<file path="config.mk">
export PLATFORM = sky130hd
export DESIGN_NAME = tdp_rem_unit
export DESIGN_NICKNAME = d
export VERILOG_FILES = /design/src/rtl/tdp_pkg.sv /design/src/rtl/tdp_rem_unit.sv
export SDC_FILE = /design/constraint.sdc
export NUM_CORES = 1
export LEC_CHECK = 0
export ABC_AREA = 1
export BUFFER_PORTS_ARGS = -buffer_cell sky130_fd_sc_hd__clkbuf_2
export CORE_UTILIZATION = 58
export DETAILED_ROUTE_END_ITERATION = 10
export MAX_ROUTING_LAYER = met4
export PLACE_DENSITY = 0.88
export SYNTH_ARGS = -nofsm -noshare
export SYNTH_HDL_FRONTEND = slang
export SYNTH_SLANG_ARGS = --single-unit
</file>
<file path="constraint.sdc">
create_clock -name clk -period 2.9 [get_ports clk]
set_input_delay 0.725 -clock clk [delete_from_list [all_inputs] [get_ports clk]]
set_output_delay 0.725 -clock clk [all_outputs]
set_load 0.05 [all_outputs]
</file>
<file path="src/rtl/tdp_pkg.sv">
// Shared types and constants for the trial-division primality tester.
// Depends on nothing; used by every module of the block.
package tdp_pkg;

    // Default width of the tested value
    localparam int VALUE_WIDTH_DEF = 20;

    // Sequencer states
    typedef enum logic [1:0] {
        ST_IDLE,
        ST_BOUND,
        ST_DIVIDE,
        ST_FINISH
    } tdp_state_t;

    // Status from the remainder unit to the sequencer
    typedef struct packed {
        logic done;
        logic rem_zero;
    } tdp_rem_sts_t;

endpackage

</file>
<file path="src/rtl/tdp_rem_unit.sv">
// Bit-serial remainder unit: value mod divisor, one dividend bit per cycle.
// Depends on tdp_pkg for the status struct.
module tdp_rem_unit #(
    parameter int VALUE_WIDTH = tdp_pkg::VALUE_WIDTH_DEF,
    parameter int DIV_WIDTH   = VALUE_WIDTH / 2 + 2
) (
    input  logic                     clk,
    input  logic                     rst_n,
    input  logic                     start,
    input  logic [VALUE_WIDTH-1:0]   dividend,
    input  logic [DIV_WIDTH-1:0]     divisor,
    output tdp_pkg::tdp_rem_sts_t    sts
);
    import tdp_pkg::*;

    localparam int CNT_WIDTH = $clog2(VALUE_WIDTH + 1);

    logic                   busy_reg, busy_next;
    logic [CNT_WIDTH-1:0]   cnt_reg, cnt_next;
    logic [VALUE_WIDTH-1:0] shift_reg, shift_next;
    logic [DIV_WIDTH-1:0]   rem_reg, rem_next;
    logic [DIV_WIDTH-1:0]   dsr_reg, dsr_next;
    logic [DIV_WIDTH:0]     rem_sh;
    logic [DIV_WIDTH:0]     rem_sub;

    // Shift in the next dividend bit and subtract the divisor where it fits
    always_comb
    begin
        rem_sh  = {rem_reg, shift_reg[VALUE_WIDTH-1]};
        rem_sub = rem_sh - {1'b0, dsr_reg};
    end

    always_comb
    begin
        busy_next  = busy_reg;
        cnt_next   = cnt_reg;
        shift_next = shift_reg;
        rem_next   = rem_reg;
        dsr_next   = dsr_reg;
        if (start)
        begin
            busy_next  = 1'b1;
            cnt_next   = CNT_WIDTH'(VALUE_WIDTH);
            shift_next = dividend;
            rem_next   = '0;
            dsr_next   = divisor;
        end
        else if (busy_reg)
        begin
            shift_next = {shift_reg[VALUE_WIDTH-2:0], 1'b0};
            cnt_next   = cnt_reg - CNT_WIDTH'(1);
            if (rem_sh >= {1'b0, dsr_reg})
                rem_next = rem_sub[DIV_WIDTH-1:0];
            else
                rem_next = rem_sh[DIV_WIDTH-1:0];
            if (cnt_reg == CNT_WIDTH'(1))
                busy_next = 1'b0;
        end
    end

    // Report on the last bit, with the final remainder as it is formed
    always_comb
    begin
        sts.done     = busy_reg && (cnt_reg == CNT_WIDTH'(1));
        sts.rem_zero = (rem_next == '0);
    end

    always_ff @(posedge clk or negedge rst_n)
    begin
        if (!rst_n)
        begin
            busy_reg <= 1'b0;
            cnt_reg  <= '0;
        end
        else
        begin
            busy_reg <= busy_next;
            cnt_reg  <= cnt_next;
        end
    end

    // Datapath registers need no reset
    always_ff @(posedge clk)
    begin
        shift_reg <= shift_next;
        rem_reg   <= rem_next;
        dsr_reg   <= dsr_next;
    end

endmodule

</file>
# Word level (Yosys, flattened, before mapping)
# Index checks and enable logic that the tools add are counted.
[word_totals]
regBits = 50
input_bits = 35
out_inout_bits = 2
wordCells = 22
[classes]
add_sub_neg = 2
magnitude_cmp = 1
eq_ne = 1
muxes = 10
n_reduce_logical = 3
[ops]
columns = ["cell", "n"]
rows = [
  ["20-bit two-way mux", 2],
  ["12-bit two-way mux", 3],
  ["13-bit by 12-bit greater-or-equal comparator with 1-bit output", 1],
  ["12-bit zero test", 1],
  ["12-bit subtractor", 1],
  ["5-bit two-way mux", 2],
  ["5-bit by 1-bit equality test with 1-bit output (second input constant)", 1],
  ["5-bit by 1-bit subtractor with 5-bit output (second input constant)", 1],
  ["1-bit two-way mux", 3],
  ["2-bit nonzero test", 1],
  ["1-bit logical AND", 1],
]

# Depth between registers and ports, before layout
# Gate-level depths: netlist of run 1.
[logic_depth]
depth_word = 5
ltp_mapped = 17

# Worst setup path before layout of run 1
# OpenSTA, ideal clock, no wires.
[synth_timing]
path_kind = "register to output"
startpoint = "register dsr_reg[9]"
endpoint = "output sts[0] in the netlist's numbering"
t_arrival_ns = 2.406
slack_ns = -0.231
path_stages_with_launch = 16
path_cell_list = "edfxtp_1 > inv_1 > ha_1 > nand2_1 > nand3b_1 > nor2_4 > nor2_4 > nand3_4 > buf_8 > nand2_1 > nor2_1 > nor2_2 > nor2_2 > nor2_1 > nand2_1 > nor2_1"
[synth_rtl]
columns = ["element", "line", "source"]
rows = [
  ["start, declared", "tdp_rem_unit.sv:22", "logic [DIV_WIDTH-1:0] dsr_reg, dsr_next;"],
  ["start signal, assigned", "tdp_rem_unit.sv:87", "dsr_reg <= dsr_next;"],
  ["end, declared", "tdp_rem_unit.sv:12", "output tdp_pkg::tdp_rem_sts_t sts"],
]

==> results of run 1 <==
-- layout make-up --
cell class / count / area (sq um)
clock inverter: 1 / 8.76
multi-input combinational: 258 / 1690
inverter: 51 / 196
sequential: 50 / 1350
timing repair buffer: 88 / 597
fill: 277 / 786
clock buffer: 7 / 108
tap: 67 / 83.8
-- per-stage QoR --
stage                     worst slack, ps  area, sq um  TNS [ps]  std cells
final                                -428         4030      -428        522
after global routing                 -596         4030      -596        522
after CTS                            -313         3850      -313        513
after detailed placement             -155         3470      -155        496
after global placement              -62.0         3470     -62.0        496
after floorplan                       107         2970         0        365
-- per-layer routing --
metal  part of all wire  GRT usage
met5                  0          -
met4              0.041      0.147
met3              0.074     0.0645
met2               0.50      0.538
met1               0.39      0.368
-- cell usage in the layout, fill, tap and decap left out, types with 2 or more instances in the layout --
| cell | netlist | routed |
|---|---|---|
| xnor2_1 | 3 | 3 |
| buf_4 | 0 | 49 |
| inv_1 | 42 | 32 |
| buf_6 | 0 | 3 |
| or2_2 | 2 | 2 |
| nor2_4 | 5 | 7 |
| nand2_4 | 1 | 3 |
| dfrtp_1 | 6 | 6 |
| nand4_1 | 13 | 13 |
| a21oi_1 | 7 | 7 |
| nand2_2 | 13 | 26 |
| nand3b_1 | 3 | 3 |
| ha_4 | 0 | 12 |
| o21a_1 | 2 | 2 |
| inv_2 | 9 | 17 |
| clkbuf_2 | 0 | 35 |
| o21ai_0 | 5 | 5 |
| clkbuf_8 | 0 | 6 |
| edfxtp_1 | 32 | 32 |
| nand3_2 | 4 | 7 |
| nor2_1 | 23 | 18 |
| dfxtp_1 | 12 | 11 |
| xor2_1 | 2 | 2 |
| inv_4 | 0 | 2 |
| nand3_1 | 18 | 13 |
| nand2_1 | 130 | 114 |
| nor2_2 | 2 | 5 |
| nand3_4 | 2 | 5 |
| ha_1 | 14 | 2 |
-- cells by family after synthesis --
kind of cell,synth area share
DFF,0.456
adders and majority gates,0.0659
AOI/OAI and AO/OA,0.0401
buffers and inverters,0.0773
and+or+nand+nor,0.346
xor gates and xnor gates,0.0148
-- report_power, final --
group          internal [mW]  switching, mW
Combinational          0.965           1.21
Clock                  0.249          0.253
Sequential             0.872         0.0988
-- worst paths after layout --
check,endpoint,slack (ps),cells past startpoint,startpoint
setup / recovery,sts[0],-430,16,shift_reg[19]
hold / removal,cnt_reg[2],200,1,rst_n
setup reg to reg,rem_reg[2],900,11,shift_reg[19]
hold reg to reg,cnt_reg[3],490,1,cnt_reg[3]
max in group asynchronous,cnt_reg[1],2540,1,rst_n
min in group clk,cnt_reg[3],490,1,cnt_reg[3]
-- timing repair --
action,CTS,global route
setup buffers,8,9
gates cloned,1,0
resized for setup,34,32
pin swaps,18,32
hold buffers,0,0
endpoints found under the setup margin,1,1
==> results.toml, run 1 <==
[power]
p_total_mw = 3.65
p_leak_nw = 2.01
p_per_area_mw_per_mm2 = 905
vdd_drop_max_v = 0.000677

[finish]
n_antenna_cell = 0
final_util = 0.837
drive_gt1_frac = 0.411
largest_reg_flops = 20
area_growth_pct = 36.1
layout.nets = 504

[setup_path]
worst_ep_required_time_ps = 2170
critPathCaptureType = "output port"
crit_path_frequent_cell = "nand2_1"
cpPeakStageDelay_ps = 410
crit_type = "reg2out"
cpMaxStageDelayCell = "edfxtp_1"
crit_buf_inv = 3
cp_top_family = "simple AND/OR/NAND/NOR gates"
arrival_ps = 2600
cp_max_fo = 3
startpoint_type = "register"
worstPathCellList = "inv_2 -> ha_4 -> inv_1 -> fa_2 -> nand2_2 -> nand3_4 -> nand2_1 -> nand3b_1 -> nand2_1 -> nand2_1 -> nand3_2 -> nand4_1 -> nor2_2 -> nand2_2 -> nor2_4 -> buf_12"

[yosys]
ys_seq_area_frac = 0.456
synth_top_flop_cell = "edfxtp_1"
ys_types = 33
synth-edff-count = 32
syn_avg_cell_area_sq_um = 8.11
yosysTopAreaCell = "edfxtp_1"
synth_top_cell_area_share = 0.324
syn_inst = 365
synth-async-reset-ratio = 0.120
synth_commonest_cells = "130 x nand2_1, 42 x inv_1, 32 x edfxtp_1"
synth_area_leaders = "edfxtp_1 32%, nand2_1 16%, dfxtp_1 8.1%, ha_1 5.9%, inv_1 5.3%"
synth_area_sq_mm = 0.00296
ys_seq_elements = 50
syn_nets = 415
yosysMostFrequentCell = "nand2_1"
ys_warn_count = 0

[timing]
hold_viol = 0
fin_worst_skew_ps = 13.5
slew_headroom = 0.716
rsz0062_at_grt = "true"
tightest_slew_ps = 426
setup-violations-final = 1
fin_crit_ps = 3330
report.final.slew_viol_count = 0
fmax_ghz = 0.300
post-route-period-util = 1.15
worst_slack_ps = -428
timing.hold.ws_ps = 202

[route]
antenna_left = 0
drc = 0
drtPass1Iterations = 5
wire_per_inst_um = 16.0
vias = 2923
avgViaCountPerCell = 5.60
wirelength_um = 8330
drt_iter0_drc = 300

[floorplanning]
rows = 25
die_w_um = 73.5
start_util = 0.615
die_height_um = 73.5
die_area_sq_mm = 0.00540
pin_count = 37
core_area_sq_mm = 0.00482

[run_status]
violations = "setup timing"
status = "complete, but fails checks"

[clock_tree]
root_buffer = "clkbuf_8"
cts_sinks = 50
cts_max_level = 2
clk_latency_ps = 320
cts_made_buffers = 5
cts_buffer_depth = 2
clkSlewWorstSetupHoldPaths_ps = 100
cts_tree = "built"

[global_route]
grt_pass1_vias = 2807
grt_pass1_wl_um = 12500
grt_max_degree = 30
gr-total-overflow = 0
grt_use_total = 0.320
grt_antenna_before_repair = 0

[placed_design]
io_buffers = 36
gp_congestion = 0.965
dpl.hpwl_um = 4920

[flow_run]
maxCapViolations = 0

[worst_hold_path]
hold_class = "in2async"
Note: power is estimated with default switching activity, not from simulation.
==> inputs of run 2 (changes only) <==
--- a/config.mk
+++ b/config.mk
@@ -8,8 +8,10 @@
 export ABC_AREA = 1
 export BUFFER_PORTS_ARGS = -buffer_cell sky130_fd_sc_hd__clkbuf_2
+export CORE_ASPECT_RATIO = 2
 export CORE_UTILIZATION = 58
 export DETAILED_ROUTE_END_ITERATION = 10
 export MAX_ROUTING_LAYER = met4
 export PLACE_DENSITY = 0.88
+export RECOVER_POWER = 50
 export SYNTH_ARGS = -nofsm -noshare
 export SYNTH_HDL_FRONTEND = slang
==> constraint.sdc (replaced) <==
create_clock -name clk -period 2.9 [get_ports clk]
set_input_delay 0.725 -clock clk [delete_from_list [all_inputs] [get_ports clk]]
set_output_delay 0.725 -clock clk [all_outputs]
set_load 0.005 [all_outputs]
==> run 2 against run 1 <==
The run still ends with setup timing left. Non-clock buffer count fell by 35. Hold slack improved by 87 ps. Critical path depth did not move. Cell area fell by 9.4%. Global-route usage fell by 1.8 points. Via count fell by 8.6%. Clock power fell by 24%. Wire length fell by 10%. Largest cell class unchanged. Largest power group unchanged.
==> results.toml, run 2 (synthesized netlist as in run 1, its figures left out) <==
[run_status]
status = "complete, but fails checks"
violations = "setup timing"

[finish]
final_common_cell = "nand2_1"
final_util = 0.744
largest_reg_flops = 20
area_growth_pct = 23.4
drive_gt1_frac = 0.314
layout.nets = 472
instances_no_fill = 480
n_antenna_cell = 0
mostFrequentLayoutCells = "122 x nand2_1, 36 x inv_1, 34 x clkbuf_2"

[power]
p_comb_frac = 0.541
clkPwrFrac = 0.129
switching_share = 0.426
internal_power_mw = 1.71
p_leak_nw = 1.83
pwr-share-seq = 0.330
vdd_drop_max_v = 0.000631
p_per_area_mw_per_mm2 = 816
switching_power_mw = 1.27

[timing]
timing.hold.ws_ps = 289
post-route-period-util = 1.09
worst_slack_ps = -268
slew_headroom = 0.437
tightest_slew_ps = 845
fin_worst_skew_ps = 8.64
fin_tns_setup_ps = -268
setup-violations-final = 1
fin_crit_ps = 3170
report.final.slew_viol_count = 0
hold_viol = 0
rsz0062_at_grt = "true"
fmax_ghz = 0.316

[setup_path]
r2r_slack_ps = 1060
arrival_ps = 2440
worst_ep_required_time_ps = 2170
cp_max_fo = 3
startpoint_type = "register"
crit_type = "reg2out"
critPathCaptureType = "output port"

[global_route]
grt_use_total = 0.302
grt_pass1_wl_um = 11300
gr-total-overflow = 0
grt_max_degree = 23
grt_pass1_vias = 2633
grt_antenna_before_repair = 0

[placed_design]
gp_congestion = 0.920
dpl.hpwl_um = 5300
io_buffers = 36
dp.cells = 459

[clock_tree]
cts_tree = "built"
cts_max_level = 2
cts_sinks = 50
clkSlewWorstSetupHoldPaths_ps = 80
root_buffer = "clkbuf_8"
ctsHoldBuffers = 0
cts_buffer_depth = 2
clk_latency_ps = 310
cts_made_buffers = 5

[flow_run]
maxCapViolations = 0

[floorplanning]
die_w_um = 52.5
start_util = 0.603
core_area_sq_mm = 0.00491
die_height_um = 103
die_area_sq_mm = 0.00541
pin_count = 37
rows = 36

[route]
wire_per_inst_um = 15.6
avgViaCountPerCell = 5.57
wirelength_um = 7470
drt_iter0_drc = 64
vias = 2673
drc = 0
antenna_left = 0
drtPass1Iterations = 4

[worst_hold_path]
hold_class = "in2async"
## run 2: cell count changes in the layout (fill, tap and decap cells not counted), moves of 4 or more
cell / delta
buf_4: -36
clkbuf_1: +5
inv_1: +4
inv_2: -4
nand2_1: +8
nand2_2: -7
nor2_1: +4
## run 2: critical path, stage by stage, from the launching register on
cell and delay (ps):
edfxtp_1 390, inv_2 90, ha_4 120, inv_1 50, fa_2 340, nand2_1 90
nand3_2 100, nand2_2 80, nand3b_1 70, nand2_1 100, nand2_1 70, nand3_2 80
nand4_1 120, nor2_1 120, nand2_1 100, nor2_1 90, buf_2 120
## run 2: metrics by stage
stage	setup WS, ps	instance area (sq um)	power (mW)
floorplan	318	2960	1.90
global placement	-13.3	3240	2.16
detailed placement	-42.9	3240	2.19
CTS	-271	3510	2.78
global route	-442	3650	3.16
finish	-268	3650	2.98
## run 2: final timing paths
path | start | endpoint | depth (start not counted)
min in group clk | shift_reg[5] | shift_reg[6] | 2
min | rst_n | cnt_reg[3] | 1
min reg2reg | shift_reg[5] | shift_reg[6] | 2
max in group asynchronous | rst_n | cnt_reg[4] | 1
max reg2reg | dsr_reg[0] | rem_reg[11] | 12
max | shift_reg[19] | sts[0] | 16
## run 2: power by group through the flow
stage               Sequential [mW]  Combinational, mW  Clock (mW)
floorplan                     0.937              0.960           0
global route                  0.991               1.76       0.417
CTS                           0.974               1.42       0.393
detailed placement            0.968               1.22           0
finish                        0.983               1.61       0.384
global placement              0.967               1.20           0
## run 2: area by class of cell
cell class / instances / area [sq um]
Clock buffer: 6 / 72.6
Sequential cell: 50 / 1350
Timing Repair Buffer: 53 / 308
Fill cell: 359 / 1260
Tap cell: 57 / 71.3
Clock inverter: 2 / 10.0
Multi-Input combinational cell: 261 / 1640
Inverter: 51 / 196
## run 2: what timing repair did
action                                  4_1_cts  5_1_grt
endpoints found under the setup margin        1        1
pin swaps                                    11       21
gates cloned                                  3        1
gates resized for setup                      23       19
setup buffers                                 1        8
## run 2: per-layer routing
metal	share of wire	vias to the layer above	GRT usage
met5	0	-	-
met4	0.077	0	0.247
met2	0.55	77	0.531
li1	-	1285	-
met1	0.35	1267	0.270
met3	0.024	44	0.0442
==> inputs of run 3 (changes only) <==
Settings changed: ABC_CLOCK_PERIOD_IN_PS set to 2900, CORE_UTILIZATION 58 to 60, CTS_BUF_LIST set to sky130_fd_sc_hd__clkbuf_4, PLACE_DENSITY 0.88 to 0.9.
==> run 3 against run 2 <==
The run still ends with setup timing left. Final cell count grew 6.7%. Global-route usage grew 3.5 points. Critical path depth rose by 1. Hold slack got worse by 90 ps. Clock skew rose by 9.2 ps. Critical endpoint unchanged. Highest routed layer unchanged.
==> results.toml, run 3 (synthesized netlist as in run 1, its figures left out) <==
[timing]
fmax_ghz = 0.311
slew_headroom = 0.345
setup-violations-final = 1
post-route-period-util = 1.11
hold_viol = 0
tightest_slew_ps = 983
rsz0062_at_grt = "true"
fin_tns_setup_ps = -321
fin_worst_skew_ps = 17.9
fin_crit_ps = 3220
report.final.slew_viol_count = 0
worst_slack_ps = -321

[clock_tree]
clkSlewWorstSetupHoldPaths_ps = 140
cts_made_buffers = 5
cts_tree = "built"
cts_buffer_depth = 2
root_buffer = "clkbuf_4"
cts_sinks = 50
cts_max_level = 2
clk_latency_ps = 370

[power]
pwr-share-seq = 0.298
switching_share = 0.410
clkPwrFrac = 0.103
p_comb_frac = 0.600
p_leak_nw = 1.98
switching_power_mw = 1.33
vdd_drop_max_v = 0.000575
internal_power_mw = 1.91
p_per_area_mw_per_mm2 = 827

[floorplanning]
die_height_um = 101
rows = 35
core_area_sq_mm = 0.00469
pin_count = 37
start_util = 0.632
die_w_um = 51.7
die_area_sq_mm = 0.00524

[run_status]
status = "complete, but fails checks"
violations = "setup timing"

[route]
drt_iter0_drc = 156
drtPass1Iterations = 5
antenna_left = 0
vias = 2788
avgViaCountPerCell = 5.45
wirelength_um = 8190
wire_per_inst_um = 16.0
drc = 0

[global_route]
grt_pass1_vias = 2764
grt_pass1_wl_um = 12200
gr-total-overflow = 0
grt_use_total = 0.337
grt_antenna_before_repair = 0
grt_max_degree = 23

[finish]
final_common_cell = "nand2_1"
final_area_sq_mm = 0.00391
area_growth_pct = 32.1
largest_reg_flops = 20
n_antenna_cell = 0
drive_gt1_frac = 0.383
mostFrequentLayoutCells = "117 x nand2_1, 47 x buf_4, 34 x inv_1"
final_util = 0.835
instances_no_fill = 512
layout.nets = 506

[placed_design]
place_area_sq_mm = 0.00359
dp.cells = 499
dpl.hpwl_um = 5810
io_buffers = 36
gp_congestion = 1.02

[setup_path]
worst_ep_required_time_ps = 2170
cp_max_fo = 5
r2r_slack_ps = 960
arrival_ps = 2500
crit_type = "reg2out"
critPathCaptureType = "output port"
startpoint_type = "register"

[worst_hold_path]
hold_class = "in2async"

[flow_run]
maxCapViolations = 0
run 3: cell count changes in the layout (fill, tap and decap cells not counted), sizes merged:
cell / change
buf: +38
clkbuf: +1
clkinv: -1
nand2: -1
nand3: -2
nor2: -1
run 3: what timing repair did:
action / CTS / global route
setup endpoints to repair: 1 / 1
hold endpoints to repair: 0 / 0
gates resized for setup: 21 / 30
buffers inserted: 2 / 3
pin swaps: 11 / 25
hold buffers: 0 / 0
run 3: cell type report:
| cell class | instances | area (sq um) |
|---|---|---|
| Tap cell | 55 | 68.8 |
| Clock inverter | 1 | 3.75 |
| Multi-Input combinational cell | 257 | 1620 |
| Fill cell | 264 | 773 |
| Clock buffer | 7 | 52.6 |
| Inverter | 51 | 196 |
| Timing Repair Buffer | 91 | 624 |
| Sequential cell | 50 | 1350 |
run 3: worst paths after layout:
kind	end	depth (start not counted)	start
max	sts[0]	17	dsr_reg[4]
min reg2reg	shift_reg[19]	2	shift_reg[18]
min	busy_reg	1	rst_n
min in group clk	dsr_reg[7]	1	divisor[7]
max reg2reg	rem_reg[10]	13	shift_reg[19]
max in group asynchronous	cnt_reg[3]	1	rst_n
run 3: power groups by stage:
| stage | Clock, mW | Sequential (mW) | Combinational (mW) |
|---|---|---|---|
| floorplan | 0 | 0.937 | 0.960 |
| finish | 0.332 | 0.964 | 1.94 |
| global route | 0.351 | 0.974 | 2.08 |
| global placement | 0 | 0.945 | 1.58 |
| detailed placement | 0 | 0.948 | 1.61 |
| CTS | 0.333 | 0.953 | 1.76 |
run 3: per-layer routing:
| metal | GRT usage | part of all wire |
|---|---|---|
| met3 | 0.0405 | 0.034 |
| met1 | 0.302 | 0.33 |
| met5 | - | 0 |
| met4 | 0.175 | 0.052 |
| met2 | 0.647 | 0.58 |
run 3: critical path: stages (launching register included):
cell	delay [ps]
edfxtp_1	400
inv_2	80
ha_4	210
nand2_1	100
nand2_1	90
inv_2	90
nand3_2	110
nand2_4	110
buf_4	150
nand4_1	130
nand3_2	100
nand2_2	60
inv_2	50
nand2_2	50
nor2_2	120
nand2_2	80
nor2_1	90
buf_2	120
run 3: metrics by stage:
stage / setup WS (ps) / hold WS [ps] / total power, mW
global route: -461 / 200 / 3.41
detailed placement: 6.27 / 503 / 2.56
finish: -321 / 199 / 3.24
floorplan: 318 / 429 / 1.90
CTS: -328 / 161 / 3.04
global placement: 11.2 / 474 / 2.53
